===== src/design/dxt_motion_block_video_decoder_unit_defines.svh =====
// ---------------------------------------------------------------------------
// DXT motion block decoder assertion macros
// Shared concurrent assertion forms.
// ---------------------------------------------------------------------------
`ifndef DXT_MOTION_BLOCK_VIDEO_DECODER_UNIT_DEFINES_SVH
`define DXT_MOTION_BLOCK_VIDEO_DECODER_UNIT_DEFINES_SVH

// condition implies consequence on the same edge
`define DXT_ASSERT_IMP(lbl, clk, rst_n, cond, cons, msg) \
  lbl: assert property (@(posedge clk) disable iff (!rst_n) (cond) |-> (cons)) \
    else $error(msg);

// condition implies consequence on the next edge
`define DXT_ASSERT_NEXT(lbl, clk, rst_n, cond, cons, msg) \
  lbl: assert property (@(posedge clk) disable iff (!rst_n) (cond) |=> (cons)) \
    else $error(msg);

`endif


===== src/design/dxtmv_pkg.sv =====
// ---------------------------------------------------------------------------
// DXT motion block decoder package
// Shared types, codes and palette helper.
// ---------------------------------------------------------------------------
package dxtmv_pkg;

  typedef enum logic [4:0] {
    PH_WAIT   = 5'b00001,
    PH_DUMMY  = 5'b00010,
    PH_BLOCK  = 5'b00100,
    PH_COLOR1 = 5'b01000,
    PH_INDEX  = 5'b10000
  } phase_t;

  localparam logic [1:0] KIND_LIT  = 2'd0;
  localparam logic [1:0] KIND_CUR  = 2'd1;
  localparam logic [1:0] KIND_PREV = 2'd2;

  localparam logic [0:0] CFG_WIDTH  = 1'b0;
  localparam logic [0:0] CFG_HEIGHT = 1'b1;

  localparam logic [15:0] KEEP_BIT = 16'h0040;
  localparam int unsigned MV_BIAS  = 15;
  localparam logic [4:0]  FLAG_CNT = 5'd16;

  // pixel run request from parser to emitter
  typedef struct packed {
    logic        motion;
    logic [1:0]  kind;
    logic        small_unit;
    logic [15:0] base;
    logic [16:0] offs;
    logic [15:0] idx_word;
  } run_t;

  // truncated (2a+b)/3 on one 5-bit channel, reciprocal multiply
  function automatic logic [4:0] third5(input logic [4:0] a, input logic [4:0] b);
    logic [6:0]  s;
    logic [13:0] p;
    begin
      s = {1'b0, a, 1'b0} + {2'b00, b};
      p = 14'(s) * 14'd43;
      third5 = p[11:7];
    end
  endfunction

  function automatic logic [15:0] third(input logic [15:0] a, input logic [15:0] b);
    begin
      third = {1'b0, third5(a[14:10], b[14:10]), third5(a[9:5], b[9:5]),
               third5(a[4:0], b[4:0])};
    end
  endfunction

endpackage


===== src/design/dxt_motion_block_video_decoder_unit.sv =====
// ---------------------------------------------------------------------------
// DXT motion block video decoder
// Stream word parser feeding a one-pixel-per-cycle, stallable command emitter.
// ---------------------------------------------------------------------------
// The first pixel of a run is registered at the emitter output after the
//   run is loaded into run_r by the word transfer. An index word makes 8
//   pixels, a motion word 16 or 64: one pixel per cycle from the emitter's
//   address adder unless out_ready stalls; in_ready is low while busy.
// Reset (rst_n low, synchronous): waits for a frame header, palette zero,
//   width 30 and height 20 blocks.
module dxt_motion_block_video_decoder_unit #(
  parameter int LINE_STRIDE = 240
) (
  input  logic              clk,
  input  logic              rst_n,
  input  logic              cfg_we,
  input  logic [0:0]        cfg_index,
  input  logic [5:0]        cfg_data,
  input  logic              in_valid,
  output logic              in_ready,
  input  logic [15:0]       in_stream_word,
  input  logic              in_frame_start,
  output logic              out_valid,
  input  logic              out_ready,
  output logic [1:0]        out_pixel_kind,
  output logic [15:0]       out_dest_index,
  output logic signed [16:0] out_src_index,
  output logic [15:0]       out_pixel_color,
  output logic              out_run_last
);

`include "dxt_motion_block_video_decoder_unit_defines.svh"

  logic [4:0] wb_r;
  logic [5:0] hb_r;
  logic       take, start, busy;
  dxtmv_pkg::run_t run;
  dxtmv_pkg::phase_t phase;
  logic [15:0] pal0, pal1, pal2, pal3;

  always_ff @(posedge clk) begin
    if (!rst_n) begin
      wb_r <= 5'd30;
      hb_r <= 6'd20;
    end else if (cfg_we) begin
      case (cfg_index)
        dxtmv_pkg::CFG_WIDTH:  wb_r <= cfg_data[4:0];
        dxtmv_pkg::CFG_HEIGHT: hb_r <= cfg_data;
        default: ;
      endcase
    end
  end

  assign in_ready = !busy;
  assign take = in_valid && in_ready;

  dxtmv_parse #(.LINE_STRIDE(LINE_STRIDE)) u_parse (
    .clk(clk), .rst_n(rst_n), .take(take), .word(in_stream_word),
    .hdr(in_frame_start), .wb(wb_r), .hb(hb_r), .start(start), .run(run),
    .pal0(pal0), .pal1(pal1), .pal2(pal2), .pal3(pal3), .phase(phase)
  );

  dxtmv_emit #(.LINE_STRIDE(LINE_STRIDE)) u_emit (
    .clk(clk), .rst_n(rst_n), .start(start), .run(run),
    .pal0(pal0), .pal1(pal1), .pal2(pal2), .pal3(pal3), .busy(busy),
    .out_valid(out_valid), .out_ready(out_ready),
    .out_pixel_kind(out_pixel_kind), .out_dest_index(out_dest_index),
    .out_src_index(out_src_index), .out_pixel_color(out_pixel_color),
    .out_run_last(out_run_last)
  );

  `DXT_ASSERT_NEXT(a_start_busy, clk, rst_n, start, busy, "run start did not set busy")
  `DXT_ASSERT_IMP(a_lit_src, clk, rst_n, out_valid && out_pixel_kind == dxtmv_pkg::KIND_LIT,
    out_src_index == 17'sd0, "literal pixel with nonzero source")
  `DXT_ASSERT_IMP(a_start_take, clk, rst_n, start, take, "run start without transfer")
  `DXT_ASSERT_IMP(a_wait_idle, clk, rst_n, phase == dxtmv_pkg::PH_WAIT && !take,
    !start, "run start while waiting for header")

endmodule


===== src/design/dxtmv_emit.sv =====
// ---------------------------------------------------------------------------
// DXT motion block decoder pixel emitter
// Steps one pixel per cycle unless out_ready stalls, using address adders.
// ---------------------------------------------------------------------------
module dxtmv_emit #(
  parameter int LINE_STRIDE = 240
) (
  input  logic              clk,
  input  logic              rst_n,
  input  logic              start,
  input  dxtmv_pkg::run_t   run,
  input  logic [15:0]       pal0,
  input  logic [15:0]       pal1,
  input  logic [15:0]       pal2,
  input  logic [15:0]       pal3,
  output logic              busy,
  output logic              out_valid,
  input  logic              out_ready,
  output logic [1:0]        out_pixel_kind,
  output logic [15:0]       out_dest_index,
  output logic signed [16:0] out_src_index,
  output logic [15:0]       out_pixel_color,
  output logic              out_run_last
);

  logic            busy_r, busy_nxt;
  dxtmv_pkg::run_t run_r;
  logic [5:0]      cnt_r, cnt_nxt;
  logic [15:0]     dest_r, dest_nxt;
  logic [15:0]     rowb_r, rowb_nxt;
  logic            ov_r, ov_nxt;
  logic [1:0]      kind_r;
  logic [15:0]     dq_r, col_r;
  logic [16:0]     sq_r;
  logic            last_r;
  logic [5:0]      last_cnt;
  logic [2:0]      xmask;
  logic [15:0]     ncol;
  logic [1:0]      sel;
  logic            step, at_row_end;

  assign busy = busy_r;
  assign last_cnt = run_r.motion ? (run_r.small_unit ? 6'd15 : 6'd63) : 6'd7;
  assign xmask = run_r.small_unit ? 3'd3 : 3'd7;
  assign at_row_end = (cnt_r[2:0] & xmask) == xmask;
  assign step = busy_r && (!ov_r || out_ready);
  assign sel = run_r.idx_word[{cnt_r[2:0], 1'b0} +: 2];

  always_comb begin
    case (sel)
      2'd0:    ncol = pal0;
      2'd1:    ncol = pal1;
      2'd2:    ncol = pal2;
      default: ncol = pal3;
    endcase
  end

  always_comb begin
    busy_nxt = busy_r;
    cnt_nxt  = cnt_r;
    dest_nxt = dest_r;
    rowb_nxt = rowb_r;
    ov_nxt   = ov_r && !out_ready;
    if (start) begin
      busy_nxt = 1'b1;
      cnt_nxt  = '0;
      dest_nxt = run.base;
      rowb_nxt = run.base;
    end else if (step) begin
      ov_nxt  = 1'b1;
      cnt_nxt = cnt_r + 6'd1;
      if (at_row_end) begin
        dest_nxt = rowb_r + 16'(LINE_STRIDE);
        rowb_nxt = rowb_r + 16'(LINE_STRIDE);
      end else begin
        dest_nxt = dest_r + 16'd1;
      end
      if (cnt_r == last_cnt) busy_nxt = 1'b0;
    end
  end

  always_ff @(posedge clk) begin
    if (!rst_n) begin
      busy_r <= 1'b0;
      ov_r   <= 1'b0;
    end else begin
      busy_r <= busy_nxt;
      ov_r   <= ov_nxt;
    end
    cnt_r  <= cnt_nxt;
    dest_r <= dest_nxt;
    rowb_r <= rowb_nxt;
    if (start) run_r <= run;
    if (step) begin
      kind_r <= run_r.kind;
      dq_r   <= dest_r;
      sq_r   <= run_r.motion ? ({1'b0, dest_r} + run_r.offs) : 17'd0;
      col_r  <= run_r.motion ? 16'd0 : ncol;
      last_r <= cnt_r == last_cnt;
    end
  end

  assign out_valid       = ov_r;
  assign out_pixel_kind  = kind_r;
  assign out_dest_index  = dq_r;
  assign out_src_index   = sq_r;
  assign out_pixel_color = col_r;
  assign out_run_last    = last_r;

endmodule


===== src/design/dxtmv_parse.sv =====
// ---------------------------------------------------------------------------
// DXT motion block decoder stream parser
// Walks the frame block grid and holds the palette.
// ---------------------------------------------------------------------------
module dxtmv_parse #(
  parameter int LINE_STRIDE = 240
) (
  input  logic            clk,
  input  logic            rst_n,
  input  logic            take,
  input  logic [15:0]     word,
  input  logic            hdr,
  input  logic [4:0]      wb,
  input  logic [5:0]      hb,
  output logic            start,
  output dxtmv_pkg::run_t run,
  output logic [15:0]     pal0,
  output logic [15:0]     pal1,
  output logic [15:0]     pal2,
  output logic [15:0]     pal3,
  output dxtmv_pkg::phase_t phase
);

  dxtmv_pkg::phase_t ph_r, ph_nxt;
  logic [15:0] spl_r, spl_nxt;
  logic [4:0]  fl_r, fl_nxt;
  logic [4:0]  col_r, col_nxt;
  logic [4:0]  row_r, row_nxt;
  logic [1:0]  ch_r, ch_nxt;
  logic [2:0]  iw_r, iw_nxt;
  logic [15:0] p0_r, p1_r, p2_r, p3_r;
  logic        sp, fin, mv;
  logic [15:0] xoff, base;
  logic [2:0]  iw_inc;
  logic [16:0] moff;
  logic signed [16:0] dxs, dys;

  assign sp = spl_r[0];
  assign xoff  = 16'({col_r, 3'b000}) + (sp ? 16'({ch_r[0], 2'b00}) : 16'd0);
  assign iw_inc = iw_r + 3'd1;
  assign mv = word[15];

  // dest base = (unit_y + word row) * stride + unit_x; one multiplier
  logic [15:0] yrow;
  always_comb begin
    yrow = {row_r, 3'b000};
    if (sp) yrow = yrow + 16'({ch_r[1], 2'b00});
    if (ph_r == dxtmv_pkg::PH_INDEX) yrow = yrow + (sp ? 16'({iw_r, 1'b0}) : 16'(iw_r));
    base = 16'(yrow * 16'(LINE_STRIDE)) + xoff;
  end

  assign dxs = 17'(signed'({1'b0, word[4:0]})) - 17'(dxtmv_pkg::MV_BIAS);
  assign dys = 17'(signed'({1'b0, word[9:5]})) - 17'(dxtmv_pkg::MV_BIAS);
  assign moff = 17'(dys * 17'(LINE_STRIDE)) + dxs;

  always_comb begin
    run.motion     = ph_r == dxtmv_pkg::PH_BLOCK;
    run.kind       = (ph_r == dxtmv_pkg::PH_BLOCK) ?
                     (word[14] ? dxtmv_pkg::KIND_PREV : dxtmv_pkg::KIND_CUR) :
                     dxtmv_pkg::KIND_LIT;
    run.small_unit = sp;
    run.base       = base;
    run.offs       = moff;
    run.idx_word   = word;
  end

  always_comb begin
    ph_nxt = ph_r; spl_nxt = spl_r; fl_nxt = fl_r; col_nxt = col_r;
    row_nxt = row_r; ch_nxt = ch_r; iw_nxt = iw_r;
    start = 1'b0; fin = 1'b0;
    if (take) begin
      if (hdr) begin
        ph_nxt = (word & dxtmv_pkg::KEEP_BIT) != 16'd0 ? dxtmv_pkg::PH_WAIT :
                 dxtmv_pkg::PH_DUMMY;
        spl_nxt = '0; fl_nxt = '0; col_nxt = '0; row_nxt = '0; ch_nxt = '0; iw_nxt = '0;
      end else begin
        case (ph_r)
          dxtmv_pkg::PH_DUMMY: begin
            col_nxt = '0; row_nxt = '0; ch_nxt = '0; fl_nxt = '0;
            ph_nxt = (wb == 5'd0 || hb == 6'd0) ? dxtmv_pkg::PH_WAIT : dxtmv_pkg::PH_BLOCK;
          end
          dxtmv_pkg::PH_BLOCK: begin
            if (fl_r == 5'd0) begin
              spl_nxt = word; fl_nxt = dxtmv_pkg::FLAG_CNT;
            end else if (mv) begin
              start = 1'b1; fin = 1'b1;
            end else begin
              ph_nxt = dxtmv_pkg::PH_COLOR1;
            end
          end
          dxtmv_pkg::PH_COLOR1: begin
            iw_nxt = '0; ph_nxt = dxtmv_pkg::PH_INDEX;
          end
          dxtmv_pkg::PH_INDEX: begin
            start = 1'b1;
            iw_nxt = iw_inc;
            if (iw_inc == (sp ? 3'd2 : 3'd0)) begin
              iw_nxt = '0; ph_nxt = dxtmv_pkg::PH_BLOCK; fin = 1'b1;
            end
          end
          default: ;
        endcase
        if (fin) begin
          if (sp && ch_r != 2'd3) begin
            ch_nxt = ch_r + 2'd1;
          end else begin
            ch_nxt = '0;
            spl_nxt = spl_r >> 1;
            fl_nxt = (fl_r != 5'd0) ? fl_r - 5'd1 : 5'd0;
            if ({1'b0, col_r} + 6'd1 >= {1'b0, wb}) begin
              col_nxt = '0; fl_nxt = '0; spl_nxt = '0;
              if ({1'b0, row_r} + 6'd1 >= hb) begin
                row_nxt = '0; ph_nxt = dxtmv_pkg::PH_WAIT;
              end else begin
                row_nxt = row_r + 5'd1;
              end
            end else begin
              col_nxt = col_r + 5'd1;
            end
          end
        end
      end
    end
  end

  always_ff @(posedge clk) begin
    if (!rst_n) begin
      ph_r <= dxtmv_pkg::PH_WAIT;
      spl_r <= '0; fl_r <= '0; col_r <= '0; row_r <= '0; ch_r <= '0; iw_r <= '0;
      p0_r <= '0; p1_r <= '0; p2_r <= '0; p3_r <= '0;
    end else begin
      ph_r <= ph_nxt; spl_r <= spl_nxt; fl_r <= fl_nxt; col_r <= col_nxt;
      row_r <= row_nxt; ch_r <= ch_nxt; iw_r <= iw_nxt;
      if (take && !hdr && ph_r == dxtmv_pkg::PH_BLOCK && fl_r != 5'd0 && !mv)
        p0_r <= word;
      if (take && !hdr && ph_r == dxtmv_pkg::PH_COLOR1) begin
        p1_r <= word;
        p2_r <= dxtmv_pkg::third(p0_r, word);
        p3_r <= dxtmv_pkg::third(word, p0_r);
      end
    end
  end

  assign pal0 = p0_r; assign pal1 = p1_r; assign pal2 = p2_r; assign pal3 = p3_r;
  assign phase = ph_r;

endmodule


===== config.mk =====
export PLATFORM = sky130hd
export DESIGN_NAME = dxt_motion_block_video_decoder_unit
export DESIGN_NICKNAME = d
export VERILOG_FILES = /design/src/design/dxtmv_pkg.sv /design/src/design/dxt_motion_block_video_decoder_unit.sv /design/src/design/dxtmv_emit.sv /design/src/design/dxtmv_parse.sv
export VERILOG_INCLUDE_DIRS = /design/src /design/src/design
export SDC_FILE = /design/constraint.sdc
export NUM_CORES = 1
export LEC_CHECK = 0
export BUFFER_PORTS_ARGS = -buffer_cell sky130_fd_sc_hd__clkbuf_2
export CAP_MARGIN = 5
export CORE_ASPECT_RATIO = 1.2
export CORE_MARGIN = 8
export CORE_UTILIZATION = 50
export CTS_CLUSTER_DIAMETER = 40
export DETAILED_ROUTE_END_ITERATION = 10
export PLACE_DENSITY = 0.69
export SKIP_LAST_GASP = 1
export SYNTH_ARGS = -nofsm -noshare
export SYNTH_HDL_FRONTEND = slang
export SYNTH_SLANG_ARGS = --single-unit

===== constraint.sdc =====
create_clock -name clk -period 4.7 [get_ports clk]
set_input_delay 0 -clock clk [delete_from_list [all_inputs] [get_ports clk]]
set_output_delay 0 -clock clk [all_outputs]
set_load 0.03 [all_outputs]

==> out/qor.csv <==
metric,value,unit
hpwl,33.71,mm
cp_top_family,adder cells,
wl_met2,23.13,mm
cts_tree,yes,
grt_pass1_wl,75.43,mm
clock_power_share,0.417,
clk_latency,0.53,ns
crit_path_max_incr_delay,0.51,ns
cellLeakagePower,0.01010,uW
worstMarginPinSlew,1.018,ns
dp_slack,-0.1458,ns
hold_path_class,input port to flop,
nets,2539,
min-delay-start,in_stream_word[5],
clock.fmax,218.4,MHz
skew,0.02304,ns
path_depth,19,
avgSynthCellArea,9.721,um2
critPathSlowestCell,fa_1,
powerDensity,298.0,nW/um2
drv_slew,0,
postLayoutCoreUtil,0.5910,
overflow,0,
crit_top_cell,ha_4,
die_h,232.4,um
post-route-min-period,4.579,ns
final_cell_area,22840,um2
syn-num-nets,2376,
port_buffers,82,
crit_chain,mux2_4 -> ha_4 -> inv_1 -> fa_1 -> nor2_2 -> a21oi_2 -> inv_2 -> ha_4 -> xor2_1 -> fa_1 -> inv_1 -> ha_4 -> o211ai_1 -> o211ai_1 -> nand2_1 -> xor2_4 -> or3_4 -> o31ai_2 -> nor3_1,
hold_path_depth,4,
slew_headroom,0.3067,
ys_types,87,
grt_pass1_vias,15470,
viasPerCell,5.578,
worstReg2RegStart,u_parse.spl_r[0]$_SDFFE_PN0P_,
first_pass_iters,7,
power.share.switching,0.3032,
finalCritPeriodShare,0.9742,
hold_viol,0,
fp.dieW,196.4,um
grt_start_max_net_pins,87,
wl_met3,1.856,mm
critPathRequiredTime,4.97,ns
routabilityCongestion,0.8605,
synth_seq_cells,241,
crit_buf_inv,3,
synth_flop_cell,dfxtp_1,
whs,0.06500,ns
clk_path_buf_depth,3,
synthArstFlopShare,0,
clk_pin_slew,0.06,ns
route.detailed.drc,0,
intPower,4743,uW
htree_num_levels,2,
area_growth,17.01,%
yosysWarnings,0,
fin_ws,0.1212,ns
antenna_found_initial,2,
setup.worst_path.end_class,flop,
syn-cell-area,19520,um2
vias,15210,
ios,83,
placed_area,20900,um2
core-area,38650,um2
critPathLaunchType,flop,
synth_edf_count,119,
finalPower,6806,uW
critPathKind,flop to flop,
combPwrFrac,0.250,
top_layer,met4,
p_seq_frac,0.333,
drt_iter0_markers,784,
setup.worst_path.start,u_parse.spl_r[0]$_SDFFE_PN0P_,
ant_nets,0,
status,"finished, final reports clean",
yosysSeqAreaShare,0.3082,
synth_cells,2008,
nFillCells,3195,
numCtsBuffers,36,
cts_root_buffer,clkbuf_16,
grt_use_total,0.1984,
reg2reg_depth,19,
wl_per_cell,16.81,um
critPathArrivalTime,4.85,ns
netSwitchingPower,2063,uW
start_util,0.5051,
clock_sinks,241,
rsz0062_at_grt,true,
drive_gt1_frac,0.1610,
setup_viol,0,
irDropWorstVdd,292.4,uV
routed_wl,45.85,mm
dieArea,45650,um2
path_max_fanout,6,
num_rows,79,
m1WireLength,19.45,mm
drv_cap,0,
## placed cells by master (no fill, tap or decap), types with 21 or more instances in the layout
cell type,netlist,layout
a21o_1,40,40
nand3_1,68,68
fa_1,64,64
mux2i_1,26,25
clkbuf_16,0,38
nand4_1,21,21
a21boi_0,52,50
ha_1,275,269
clkbuf_2,0,80
o21ai_0,80,73
dfxtp_1,122,120
edfxtp_1,119,119
buf_4,3,78
o211ai_1,29,29
xnor2_1,84,81
nand2_1,189,186
dlygate4sd3_1,0,37
nor2_1,75,71
and2_1,28,27
nor3_1,25,23
a21oi_1,83,78
inv_1,192,187
xor2_1,48,45
o21a_1,21,21
nor2b_1,40,39
## worst min-delay path, cell delays in order
cell,delay [ns]
clkbuf_2,0.12
inv_1,0.08
buf_4,0.14
ha_1,0.14
## Yosys cell counts, drive strengths merged, types with 5 or more instances
library cell,instances,area [um2]
nor3b,14,110.1
o21a,21,157.7
xor2,49,436.7
nand4b,10,87.58
a211oi,7,57.55
dfxtp,122,2442
a31oi,10,77.57
nor2b,40,250.2
and2b,5,37.54
o211ai,38,330.3
ha,275,3441
inv,193,724.4
o21bai,9,67.56
nor3,26,141.4
and3,20,125.1
and4b,8,80.08
xnor2,84,735.7
edfxtp,119,3573
or3,7,48.80
a21o,40,300.3
o21ai,85,440.4
buf,22,137.6
nor2,75,281.5
o31ai,20,150.1
nand4,22,152.7
or2,8,50.05
clkbuf,51,191.4
and2,29,183.9
mux4,19,431.7
nand3,70,360.3
nor4,10,68.81
or4b,7,73.82
mux2i,27,282.8
a31o,5,43.79
nand2,189,709.4
nand2b,13,81.33
a21oi,84,431.7
a21boi,61,491.7
fa,64,1281
## path summary, 6_finish.rpt
path	to	slack, ns
worst max-delay path	u_emit.rowb_r[15]$_DFFE_PP_	0.12
worst min-delay path	u_emit.run_r[20]$_DFFE_PP_	0.07
worst max register to register	u_emit.rowb_r[15]$_DFFE_PP_	0.12
worst min register to register	u_emit.out_pixel_kind[0]$_DFFE_PP_	0.44
## per-stage QoR
| step | std cells | TNS [ns] |
|---|---|---|
| detailed placement | 2616 | -0.2528 |
| global placement | 2616 | 0 |
| finish | 2727 | 0 |
| CTS | 2719 | -0.02144 |
| global route | 2727 | -0.2470 |
| floorplan | 2008 | 0 |
## sequential cells by signal (all words and copies together), names as in the netlist, 6 cells and up
signal / count
u_emit.run_r: 37
u_emit.out_src_index: 17
u_emit.dest_r: 16
u_emit.out_dest_index: 16
u_emit.out_pixel_color: 16
u_parse.pal0: 16
u_parse.pal1: 16
u_parse.spl_r: 16
u_parse.pal2: 15
u_parse.pal3: 15
u_emit.rowb_r: 14
hb_r: 6
u_emit.cnt_r: 6
## area by class of cell
class                           instances  area, um2  area share
Multi-Input combinational cell       1501      12750      0.5583
Sequential cell                       241       6021      0.2636
Timing Repair Buffer                  198       1404     0.06146
Clock buffer                           41      972.2     0.04256
Inverter                              193      724.4     0.03172
Tap cell                              526      658.1     0.02881
Clock inverter                         25      304.0     0.01331
Antenna cell                            2      5.005   0.0002191
## routing by layer
metal | vias up | track usage
li1 | 7457 | -
met1 | 7349 | 0.2344
met2 | 315 | 0.3632
met3 | 89 | 0.02515
met4 | 0 | 0.07256
met5 | - | 0
## cell families after synthesis
family | after synthesis | share of synthesized area
and+or+nand+nor | 569 | 0.1525
AOI/OAI and AO/OA | 409 | 0.1433
adders and majority gates | 339 | 0.2419
muxes | 50 | 0.03891
DFF | 241 | 0.3082
buffers and inverters | 266 | 0.05397
xor gates and xnor gates | 134 | 0.06121
## what timing repair did
item                                   CTS  global route
pin swaps                                1            19
buffers inserted                         0             6
resized for setup                        1            56
endpoints found under the hold margin   57             0
hold buffers                            37             0
setup endpoints to repair                2            13
## power by group through the flow
stage	Clock (uW)	Combinational, uW	Sequential, uW
global route	2960	1940	2270
CTS	2880	1670	2270
floorplan	0	1260	2300
finish	2840	1700	2260
detailed placement	0	1640	2310
global placement	0	1570	2310
Note: power is estimated with default switching activity, not from simulation.
